**src/hw/rtl/jsu_pkg.sv**
```systemverilog
// Shared types and constants for the JSON string unescaper.
// No dependencies; compiled first.
package jsu_pkg;

   typedef enum logic [2:0] {
      MODE_PLAIN = 3'd0,
      MODE_ESC   = 3'd1,
      MODE_HEX1  = 3'd2,
      MODE_BSL   = 3'd3,
      MODE_U     = 3'd4,
      MODE_HEX2  = 3'd5
   } mode_type;

   typedef enum logic [2:0] {
      ST_BYTE  = 3'd0,
      ST_END   = 3'd1,
      ST_MISSQ = 3'd2,
      ST_ESC   = 3'd3,
      ST_CHAR  = 3'd4,
      ST_HEX   = 3'd5,
      ST_SURR  = 3'd6
   } status_type;

   localparam int MAX_RESULTS = 4;

   // One input item's worth of results: count 0..4, shared status
   typedef struct packed {
      logic [2:0]                  count;
      status_type                  status;
      logic [MAX_RESULTS-1:0][7:0] data;
   } group_type;

   localparam logic [7:0] CH_QUOTE = 8'h22;
   localparam logic [7:0] CH_BSL   = 8'h5C;
   localparam logic [7:0] CH_SLASH = 8'h2F;
   localparam logic [7:0] CH_B     = 8'h62;
   localparam logic [7:0] CH_F     = 8'h66;
   localparam logic [7:0] CH_N     = 8'h6E;
   localparam logic [7:0] CH_R     = 8'h72;
   localparam logic [7:0] CH_T     = 8'h74;
   localparam logic [7:0] CH_U     = 8'h75;
   localparam logic [7:0] CH_SPACE = 8'h20;

   localparam logic [15:0] HI_SURR_MIN = 16'hD800;
   localparam logic [15:0] HI_SURR_MAX = 16'hDBFF;
   localparam logic [15:0] LO_SURR_MIN = 16'hDC00;
   localparam logic [15:0] LO_SURR_MAX = 16'hDFFF;

endpackage

```
**src/hw/rtl/jsu_req_if.sv**
```systemverilog
// Input byte channel of the JSON string unescaper.
// Depends on nothing.
interface jsu_req_if;
   logic       valid;
   logic       ready;
   logic [7:0] in_byte;

   modport source (output valid, output in_byte, input ready);
   modport sink   (input valid, input in_byte, output ready);
endinterface

```
**src/hw/rtl/jsu_rsp_if.sv**
```systemverilog
// Result channel of the JSON string unescaper.
// Depends on nothing.
interface jsu_rsp_if;
   logic       valid;
   logic       ready;
   logic [7:0] out_byte;
   logic [2:0] status;
   logic       last;

   modport source (output valid, output out_byte, output status, output last, input ready);
   modport sink   (input valid, input out_byte, input status, input last, output ready);
endinterface

```
**src/hw/rtl/jsu_decode.sv**
```systemverilog
// Escape decoder: mode/hex state plus the per-byte decode and UTF-8 encode.
// Depends on jsu_pkg.
module jsu_decode
   import jsu_pkg::*;
(
   input  logic       clock,
   input  logic       reset,
   input  logic       fire,
   input  logic [7:0] in_byte,
   output group_type  grp
);

   mode_type    mode_ff, mode_in;
   logic [15:0] hv_ff, hv_in;
   logic [1:0]  hc_ff, hc_in;
   logic [9:0]  hs_ff, hs_in;

   logic        dig_ok;
   logic [3:0]  dig;
   logic [15:0] hex_new;
   logic [20:0] pair_cp;

   function automatic logic [4:0] hexdig(input logic [7:0] c);
      logic [4:0] r;
      r = '0;
      if (c >= 8'h30 && c <= 8'h39) r = {1'b1, 4'(c - 8'h30)};
      else if (c >= 8'h41 && c <= 8'h46) r = {1'b1, 4'(c - 8'h37)};
      else if (c >= 8'h61 && c <= 8'h66) r = {1'b1, 4'(c - 8'h57)};
      return r;
   endfunction

   function automatic group_type utf8_enc(input logic [20:0] cp);
      group_type g;
      g = '0;
      g.status = ST_BYTE;
      if (cp <= 21'h7F) begin
         g.count   = 3'd1;
         g.data[0] = cp[7:0];
      end else if (cp <= 21'h7FF) begin
         g.count   = 3'd2;
         g.data[0] = {3'b110, cp[10:6]};
         g.data[1] = {2'b10, cp[5:0]};
      end else if (cp <= 21'hFFFF) begin
         g.count   = 3'd3;
         g.data[0] = {4'b1110, cp[15:12]};
         g.data[1] = {2'b10, cp[11:6]};
         g.data[2] = {2'b10, cp[5:0]};
      end else begin
         g.count   = 3'd4;
         g.data[0] = {5'b11110, cp[20:18]};
         g.data[1] = {2'b10, cp[17:12]};
         g.data[2] = {2'b10, cp[11:6]};
         g.data[3] = {2'b10, cp[5:0]};
      end
      return g;
   endfunction

   function automatic group_type one(input logic [7:0] b, input status_type st);
      group_type g;
      g = '0;
      g.count   = 3'd1;
      g.status  = st;
      g.data[0] = b;
      return g;
   endfunction

   assign {dig_ok, dig} = hexdig(in_byte);
   assign hex_new       = {hv_ff[11:0], dig};
   assign pair_cp       = {1'b0, hs_ff, hex_new[9:0]} + 21'h10000;

   always_comb begin
      mode_in = mode_ff;
      hv_in   = hv_ff;
      hc_in   = hc_ff;
      hs_in   = hs_ff;
      grp     = '0;
      grp.status = ST_BYTE;
      case (mode_ff)
         MODE_ESC: begin
            mode_in = MODE_PLAIN;
            case (in_byte)
               CH_QUOTE: grp = one(CH_QUOTE, ST_BYTE);
               CH_BSL:   grp = one(CH_BSL, ST_BYTE);
               CH_SLASH: grp = one(CH_SLASH, ST_BYTE);
               CH_B:     grp = one(8'h08, ST_BYTE);
               CH_F:     grp = one(8'h0C, ST_BYTE);
               CH_N:     grp = one(8'h0A, ST_BYTE);
               CH_R:     grp = one(8'h0D, ST_BYTE);
               CH_T:     grp = one(8'h09, ST_BYTE);
               CH_U: begin
                  mode_in = MODE_HEX1;
                  hv_in   = '0;
                  hc_in   = '0;
               end
               default:  grp = one(8'h00, ST_ESC);
            endcase
         end
         MODE_HEX1, MODE_HEX2: begin
            if (!dig_ok) begin
               grp     = one(8'h00, ST_HEX);
               mode_in = MODE_PLAIN;
            end else begin
               hv_in = hex_new;
               if (hc_ff != 2'd3) begin
                  hc_in = hc_ff + 2'd1;
               end else begin
                  hc_in   = '0;
                  mode_in = MODE_PLAIN;
                  if (mode_ff == MODE_HEX1) begin
                     if (hex_new >= HI_SURR_MIN && hex_new <= HI_SURR_MAX) begin
                        hs_in   = hex_new[9:0];
                        mode_in = MODE_BSL;
                     end else begin
                        grp = utf8_enc({5'd0, hex_new});
                     end
                  end else if (hex_new < LO_SURR_MIN || hex_new > LO_SURR_MAX) begin
                     grp = one(8'h00, ST_SURR);
                  end else begin
                     grp = utf8_enc(pair_cp);
                  end
               end
            end
         end
         MODE_BSL: begin
            if (in_byte != CH_BSL) begin
               grp     = one(8'h00, ST_SURR);
               mode_in = MODE_PLAIN;
            end else begin
               mode_in = MODE_U;
            end
         end
         MODE_U: begin
            if (in_byte != CH_U) begin
               grp     = one(8'h00, ST_SURR);
               mode_in = MODE_PLAIN;
            end else begin
               mode_in = MODE_HEX2;
               hv_in   = '0;
               hc_in   = '0;
            end
         end
         default: begin
            mode_in = MODE_PLAIN;
            if (in_byte == CH_QUOTE)      grp = one(8'h00, ST_END);
            else if (in_byte == CH_BSL)   mode_in = MODE_ESC;
            else if (in_byte == 8'h00)    grp = one(8'h00, ST_MISSQ);
            else if (in_byte < CH_SPACE)  grp = one(8'h00, ST_CHAR);
            else                          grp = one(in_byte, ST_BYTE);
         end
      endcase
   end

   always_ff @(posedge clock) begin
      if (reset) begin
         mode_ff <= MODE_PLAIN;
         hv_ff   <= '0;
         hc_ff   <= '0;
         hs_ff   <= '0;
      end else if (fire) begin
         mode_ff <= mode_in;
         hv_ff   <= hv_in;
         hc_ff   <= hc_in;
         hs_ff   <= hs_in;
      end
   end

   // any error or end result drops back to the plain body
   a_err_to_plain: assert property (@(posedge clock) disable iff (reset)
      fire && grp.count != 3'd0 && grp.status != ST_BYTE |=> mode_ff == MODE_PLAIN)
      else $error("decoder not back in plain body after end/error");

   // a low-surrogate wait state only follows a high surrogate
   a_bsl_entry: assert property (@(posedge clock) disable iff (reset)
      fire && mode_in == MODE_BSL && mode_ff != MODE_BSL |-> grp.count == 3'd0)
      else $error("results emitted while entering surrogate wait");

endmodule

```
**src/hw/rtl/jsu_outq.sv**
```systemverilog
// Result buffer: current group plus one waiting group, shifted out one byte per item.
// Depends on jsu_pkg.
module jsu_outq
   import jsu_pkg::*;
(
   input  logic        clock,
   input  logic        reset,
   input  logic        load,
   input  group_type   grp,
   output logic        can_load,
   jsu_rsp_if.source   rsp
);

   group_type  cur_ff, cur_in;
   group_type  nxt_ff, nxt_in;
   logic       nxt_v_ff, nxt_v_in;
   logic [2:0] remain_ff, remain_in;
   logic [1:0] idx_ff, idx_in;
   logic       take;
   logic       cur_done;

   assign take     = rsp.valid && rsp.ready;
   assign cur_done = (remain_ff == 3'd0) || (remain_ff == 3'd1 && take);
   assign can_load = !nxt_v_ff;

   assign rsp.valid    = remain_ff != 3'd0;
   assign rsp.out_byte = cur_ff.data[idx_ff];
   assign rsp.status   = cur_ff.status;
   assign rsp.last     = remain_ff == 3'd1;

   always_comb begin
      cur_in    = cur_ff;
      nxt_in    = nxt_ff;
      nxt_v_in  = nxt_v_ff;
      remain_in = remain_ff;
      idx_in    = idx_ff;
      if (cur_done) begin
         if (nxt_v_ff) begin
            cur_in    = nxt_ff;
            remain_in = nxt_ff.count;
            idx_in    = '0;
            nxt_v_in  = load;
            if (load) nxt_in = grp;
         end else if (load) begin
            cur_in    = grp;
            remain_in = grp.count;
            idx_in    = '0;
         end else begin
            remain_in = '0;
         end
      end else begin
         if (take) begin
            remain_in = remain_ff - 3'd1;
            idx_in    = idx_ff + 2'd1;
         end
         if (load) begin
            nxt_in   = grp;
            nxt_v_in = 1'b1;
         end
      end
   end

   always_ff @(posedge clock) begin
      if (reset) begin
         remain_ff <= '0;
         idx_ff    <= '0;
         nxt_v_ff  <= 1'b0;
      end else begin
         remain_ff <= remain_in;
         idx_ff    <= idx_in;
         nxt_v_ff  <= nxt_v_in;
      end
   end

   always_ff @(posedge clock) begin
      cur_ff <= cur_in;
      nxt_ff <= nxt_in;
   end

   a_nxt_behind_cur: assert property (@(posedge clock) disable iff (reset)
      nxt_v_ff |-> remain_ff != 3'd0)
      else $error("waiting group held while current slot empty");

   a_err_single: assert property (@(posedge clock) disable iff (reset)
      rsp.valid && rsp.status != ST_BYTE |-> rsp.last)
      else $error("end/error item not marked last");

   a_no_overrun: assert property (@(posedge clock) disable iff (reset)
      load |-> !nxt_v_ff)
      else $error("group loaded with both slots full");

   a_drain: assert property (@(posedge clock) disable iff (reset)
      take && rsp.last && !nxt_v_ff && !load |=> !rsp.valid)
      else $error("result channel valid after final item drained");

endmodule

```
**src/hw/rtl/json_string_unescape.sv**
```systemverilog
// Top level of the JSON string unescaper: decoder plus result buffer.
// Depends on jsu_pkg, jsu_req_if, jsu_rsp_if, jsu_decode, jsu_outq.
//
//  channel | dir | payload                         | item
//  --------+-----+---------------------------------+-------------------------------
//  req     | in  | in_byte[7:0]                    | one raw byte of a string body
//  rsp     | out | out_byte[7:0] status[2:0] last  | one decoded byte or end/error
//
//  One input byte is taken per clock while the waiting-group slot is free.
//  Each byte yields 0..4 result items, presented one per clock from a
//  registered buffer while rsp.ready is high; a code point that encodes to N
//  UTF-8 bytes yields N items, and the buffer drains one item per cycle while rsp.ready is high.
//  First result appears the cycle after its byte is accepted when no earlier
//  group is still draining; otherwise it follows right behind that group.
//  req.ready depends only on registered state, never on rsp.ready.
//  Synchronous active-high reset returns to the plain-body mode and empties
//  the buffer; after an end or error result the next byte starts a new string.
module json_string_unescape
   import jsu_pkg::*;
(
   input  logic       clock,
   input  logic       reset,
   jsu_req_if.sink    req,
   jsu_rsp_if.source  rsp
);

   group_type grp;
   logic      fire;
   logic      can_load;

   // accepted byte: decode state advances now, results go to the buffer
   assign req.ready = can_load;
   assign fire      = req.valid && req.ready;

   jsu_decode u_decode (
      .clock   (clock),
      .reset   (reset),
      .fire    (fire),
      .in_byte (req.in_byte),
      .grp     (grp)
   );

   // bytes that only advance the escape state produce an empty group
   jsu_outq u_outq (
      .clock    (clock),
      .reset    (reset),
      .load     (fire && grp.count != 3'd0),
      .grp      (grp),
      .can_load (can_load),
      .rsp      (rsp)
   );

endmodule

```
**src/flat_wrapper.sv**
```systemverilog
// flat-port wrapper written by rule: the top's interface ports become plain ports
module json_string_unescape_flat import jsu_pkg::*;
  (clock, reset, req_valid, req_in_byte, req_ready, rsp_valid, rsp_out_byte, rsp_status, rsp_last, rsp_ready);
  jsu_req_if req_i ();
  jsu_rsp_if rsp_i ();
  input  logic clock;
  input  logic reset;
  input wire logic [$bits(req_i.valid)-1:0] req_valid;
  input wire logic [$bits(req_i.in_byte)-1:0] req_in_byte;
  output wire logic [$bits(req_i.ready)-1:0] req_ready;
  output wire logic [$bits(rsp_i.valid)-1:0] rsp_valid;
  output wire logic [$bits(rsp_i.out_byte)-1:0] rsp_out_byte;
  output wire logic [$bits(rsp_i.status)-1:0] rsp_status;
  output wire logic [$bits(rsp_i.last)-1:0] rsp_last;
  input wire logic [$bits(rsp_i.ready)-1:0] rsp_ready;
  assign req_i.valid = req_valid;
  assign req_i.in_byte = req_in_byte;
  assign req_ready = req_i.ready;
  assign rsp_valid = rsp_i.valid;
  assign rsp_out_byte = rsp_i.out_byte;
  assign rsp_status = rsp_i.status;
  assign rsp_last = rsp_i.last;
  assign rsp_i.ready = rsp_ready;
  json_string_unescape u_core (.clock(clock), .reset(reset), .req(req_i), .rsp(rsp_i));
endmodule
```
**config.mk**
```make
export PLATFORM = sky130hd
export DESIGN_NAME = json_string_unescape_flat
export DESIGN_NICKNAME = d
export VERILOG_FILES = /design/src/hw/rtl/jsu_pkg.sv /design/src/hw/rtl/jsu_req_if.sv /design/src/hw/rtl/jsu_rsp_if.sv /design/src/hw/rtl/jsu_decode.sv /design/src/hw/rtl/jsu_outq.sv /design/src/hw/rtl/json_string_unescape.sv /design/src/flat_wrapper.sv
export SDC_FILE = /design/constraint.sdc
export NUM_CORES = 1
export LEC_CHECK = 0
export CAP_MARGIN = 20
export CELL_PAD_IN_SITES_DETAIL_PLACEMENT = 2
export CELL_PAD_IN_SITES_GLOBAL_PLACEMENT = 2
export CORE_MARGIN = 4
export CORE_UTILIZATION = 43
export CTS_BUF_LIST = sky130_fd_sc_hd__clkbuf_16
export DETAILED_ROUTE_END_ITERATION = 6
export DONT_BUFFER_PORTS = 1
export GPL_TIMING_DRIVEN = 0
export PLACE_DENSITY = 0.86
export SLEW_MARGIN = 5
export SYNTH_ARGS = -nofsm -noshare
export SYNTH_HDL_FRONTEND = slang
export SYNTH_HIERARCHICAL = 1
export SYNTH_SLANG_ARGS = --single-unit
```
**constraint.sdc**
```tcl
create_clock -name clock -period 6.55 [get_ports clock]
set_clock_uncertainty 0.15 [all_clocks]
set_input_delay 1.31 -clock clock [delete_from_list [all_inputs] [get_ports clock]]
set_output_delay 1.31 -clock clock [all_outputs]
set_load 0.02 [all_outputs]
```
==> summary by stage <==
Status
The flow ran to the end, and the final reports show no timing, DRC or antenna violations.

Global routing
The global-route wire length before repair is 35730 µm. The via count of the first global-routing pass came to 5810. The largest net degree at the start of global routing is 25. The total overflow reported by the global router is 0. The number of antenna violations at the first check in global routing is 0. The total track usage is 0.2811.

Worst setup path
STA classifies the critical path startpoint as an input port. The critical path in this run is classified as input port to register. The source of the worst register-to-register timing path is u_core/u_decode/hs_ff[2]. The maximum fanout along the worst path is 18. The required time of the critical path is 6470 ps. On the worst path, the slowest cell contributes a delay of 720 ps.

For the worst setup path, the data arrival time is 5770 ps. The signal on the critical path passes through inv_1, ha_1, o21bai_1, a21o_1, a22oi_2, nand4_4, o32ai_2, a31oi_2, buf_6, a31oi_1, a2bb2oi_1, o311a_1, nor2_1, nor3_4, buf_8, buf_16. STA classifies the critical path endpoint as a register.

The capturing point of the worst reg2reg path is u_core/u_outq/cur_ff[23]. The cell count of the worst reg-to-reg path is 12. For flop-to-flop paths, the worst setup slack is 1810 ps.

Among all stages on the critical path, the largest delay is contributed by sky130_fd_sc_hd__a22oi_2.

Power
The total power divided by cell area is 324.6 nW/µm². The final total power is 2309 µW. The analysis attributes to cell leakage a power of 0.002547 µW. The maximum VDD drop is 0.1820 mV.

Synth
The count of unique library cells instantiated by Yosys is 86. The proportion of synthesized flip-flops having asynchronous set or reset is 0. The number of instances in the synthesized netlist is 625.

The synthesized netlist occupies a cell area of 6466 µm². Synthesis inferred 106 register bits. In this run the mean area of a mapped cell was 10.35 µm². The count of flip-flops with a built-in enable after synthesis is 73.

For this run, the register share of the synthesized area comes to 0.4412. The most frequently used flop master after synthesis is sky130_fd_sc_hd__edfxtp_1. During synthesis, Yosys emitted a total of 6 warnings.

Clock tree
The later-pin clock latency in the skew report is 360 ps. CTS saw 106 sinks. Clock-pin slew was measured on the worst setup and hold paths at 70 ps.

The clock buffer count from CTS is 9. The number of cells upsized or downsized after cts is 0. The total setup buffers inserted after CTS is 0. The number of H-tree levels is 3.

The clock passes through at most 2 buffers. Hold repair after CTS inserted 0 buffers. The CTS tree is yes. The cell at the root of the clock tree is sky130_fd_sc_hd__clkbuf_16.

Floorplan
The initial cell density of the core is 0.4416. The floorplan step set the die width to 130.6 µm. 26 I/O pins were placed. The standard cell core area is 14640 µm². The die area is 17060 µm². From bottom edge to top edge, the die measures 130.6 µm. The number of rows in the core area is 44.

Detailed routing
The post-detailed-route via-to-cell ratio is 6.675. Detailed routing inserted a total of 5554 vias. Summed over all layers, the routed wires come to 23370 µm. The number of violations reported at the end of detailed-routing iteration 0 is 514. The number of routed nets with antenna violations is 0. The routed wire length per instance is 28.09 µm. The iteration count of the initial detailed-routing pass is 5. The final routed DRC violation total is 0.

Finish
For this run, the share of the core covered by cells in the final layout is 0.4858. The total inserted antenna cells is 0. The area growth from synthesis to layout is 10.02%.

The layout cell share with drive strength beyond 1 is 0.1219. After the last flow step, the layout net total stands at 665. Summing all non-filler instances in the final layout gives an area of 7114 µm².

Timing
Setup repair after global routing left no endpoint under its margin. Timing would allow up to 0.1709 GHz. The setup-violating endpoint count in the final report is 0. The number of pins with negative max-slew slack in the final report was 0. The measured slew at the worst slew-check pin is 1024 ps.

The clock period minus worst slack is 5852 ps. Of the available clock period, the critical path in the final layout requires 0.8934. The hold violation count in the final report is 0. In this run the tightest slew margin relative to its limit is 0.3111.

The worst hold slack after final layout is 351.1 ps.

Min path
Counting instances, the worst hold path has a depth of 2. The terminating pin of the worst hold path is u_core/u_decode/hc_ff[1]. The hold path startpoint is u_core/u_decode/hc_ff[1]. The worst min-delay path category is register to register.

Flow run
Across the run, the number of max-cap violations was 0.

Placement
The cell area after placement is 6787 µm². The placed wire-length estimate is 16990 µm. The count of buffers from port buffering is 0. The congestion estimate from routability-driven global placement came to 0.9151.
[cells in the mapped netlist, types with 9 or more instances]
cell	instances	share of area
sky130_fd_sc_hd__a21oi_1	21	0.016
sky130_fd_sc_hd__buf_2	10	0.0077
sky130_fd_sc_hd__buf_4	9	0.010
sky130_fd_sc_hd__clkbuf_1	22	0.013
sky130_fd_sc_hd__dfxtp_1	33	0.10
sky130_fd_sc_hd__edfxtp_1	73	0.34
sky130_fd_sc_hd__ha_1	10	0.019
sky130_fd_sc_hd__inv_1	20	0.012
sky130_fd_sc_hd__mux2_1	35	0.061
sky130_fd_sc_hd__mux2i_1	15	0.023
sky130_fd_sc_hd__nand2_1	40	0.023
sky130_fd_sc_hd__nand2b_1	23	0.022
sky130_fd_sc_hd__nand3_1	29	0.022
sky130_fd_sc_hd__nand4_1	9	0.0087
sky130_fd_sc_hd__nor2_1	48	0.028
sky130_fd_sc_hd__nor3_1	11	0.0085
sky130_fd_sc_hd__o21ai_0	30	0.023
[logic make-up after synthesis]
kind of cell	count (synthesis)	share of synthesized area
xor+xnor	1	0.001355
flops	106	0.4412
buf+inv	67	0.04973
simple gates	224	0.1896
fa+ha+maj	10	0.01935
compound gates	156	0.1827
mux	60	0.1155
other cells	1	0.0005799
[metal layers]
layer	share of wire	global-route usage	wire length (µm)
met5	0	0	0
met1	0.41	0.3537	9614
met2	0.49	0.4827	11550
met4	0.039	0.1059	910
met3	0.055	0.05000	1290
[worst max path at each step]
stage,cells past startpoint,slack [ps],from,to
after global placement,14,-790,req_in_byte[0],u_core/u_outq/rsp.status[0]
after global routing,16,560,req_in_byte[0],u_core/u_outq/cur_ff[23]
after detailed placement,16,460,req_in_byte[0],u_core/u_outq/cur_ff[22]
final,16,700,req_in_byte[1],u_core/u_outq/cur_ff[23]
after CTS,16,820,req_in_byte[0],u_core/u_outq/cur_ff[19]
after floorplan,14,570,req_in_byte[0],u_core/u_outq/cur_ff[0]
[per-stage QoR]
stage | worst slack [ps] | setup TNS [ps] | cells
floorplan | 565.7 | 0 | 627
global placement | -793.4 | -34680 | 811
detailed placement | 460.5 | 0 | 815
CTS | 821.4 | 0 | 831
global route | 557.4 | 0 | 832
finish | 698.0 | 0 | 832
[power by group]
part | leakage [µW] | switching [µW] | internal, µW
registers | 0.000965 | 66.0 | 943
clock network | 0.000157 | 274 | 308
logic | 0.00143 | 462 | 256
[final cells by class]
cell class	instances	area [µm²]
clock inverters	7	97.59
plain buffers	46	242.7
inverters	21	78.83
fillers	1488	7530
flip-flops and latches	106	2853
repair buffers	5	80.08
well taps	184	230.2
multi-input cells	454	3307
clock buffers	9	225.2
[sequential cells by signal (all words and copies together) (netlist names)]
signal,cells
u_core/u_decode/hv_ff,12
u_core/u_decode/hs_ff,10
u_core/u_outq/nxt_ff,38
u_core/u_outq/rsp.status,3
u_core/u_decode/hc_ff,2
u_core/u_outq/nxt_v_ff,1
u_core/u_outq/remain_ff,3
u_core/u_decode/mode_ff,3
u_core/u_outq/cur_ff,32
u_core/u_outq/idx_ff,2
[cells in the final DEF, fill, tap and decap left out, types with 12 or more instances in the layout]
master,n
sky130_fd_sc_hd__nand3_1,29
sky130_fd_sc_hd__edfxtp_1,73
sky130_fd_sc_hd__nand2b_1,23
sky130_fd_sc_hd__clkbuf_1,22
sky130_fd_sc_hd__nor2_1,48
sky130_fd_sc_hd__nand2_1,40
sky130_fd_sc_hd__inv_1,20
sky130_fd_sc_hd__mux2i_1,15
sky130_fd_sc_hd__buf_2,12
sky130_fd_sc_hd__mux2_1,35
sky130_fd_sc_hd__a21oi_1,21
sky130_fd_sc_hd__o21ai_0,30
sky130_fd_sc_hd__dfxtp_1,33
[worst max-delay path, delay by kind of cell]
family,cells,cell delay (ps)
adder cells (fa/ha/maj),1,340
buffers and inverters,4,760
AND/OR/NAND/NOR,3,640
AO/OA/AOI/OAI,8,2700
Note: power is estimated with default switching activity, not from simulation.
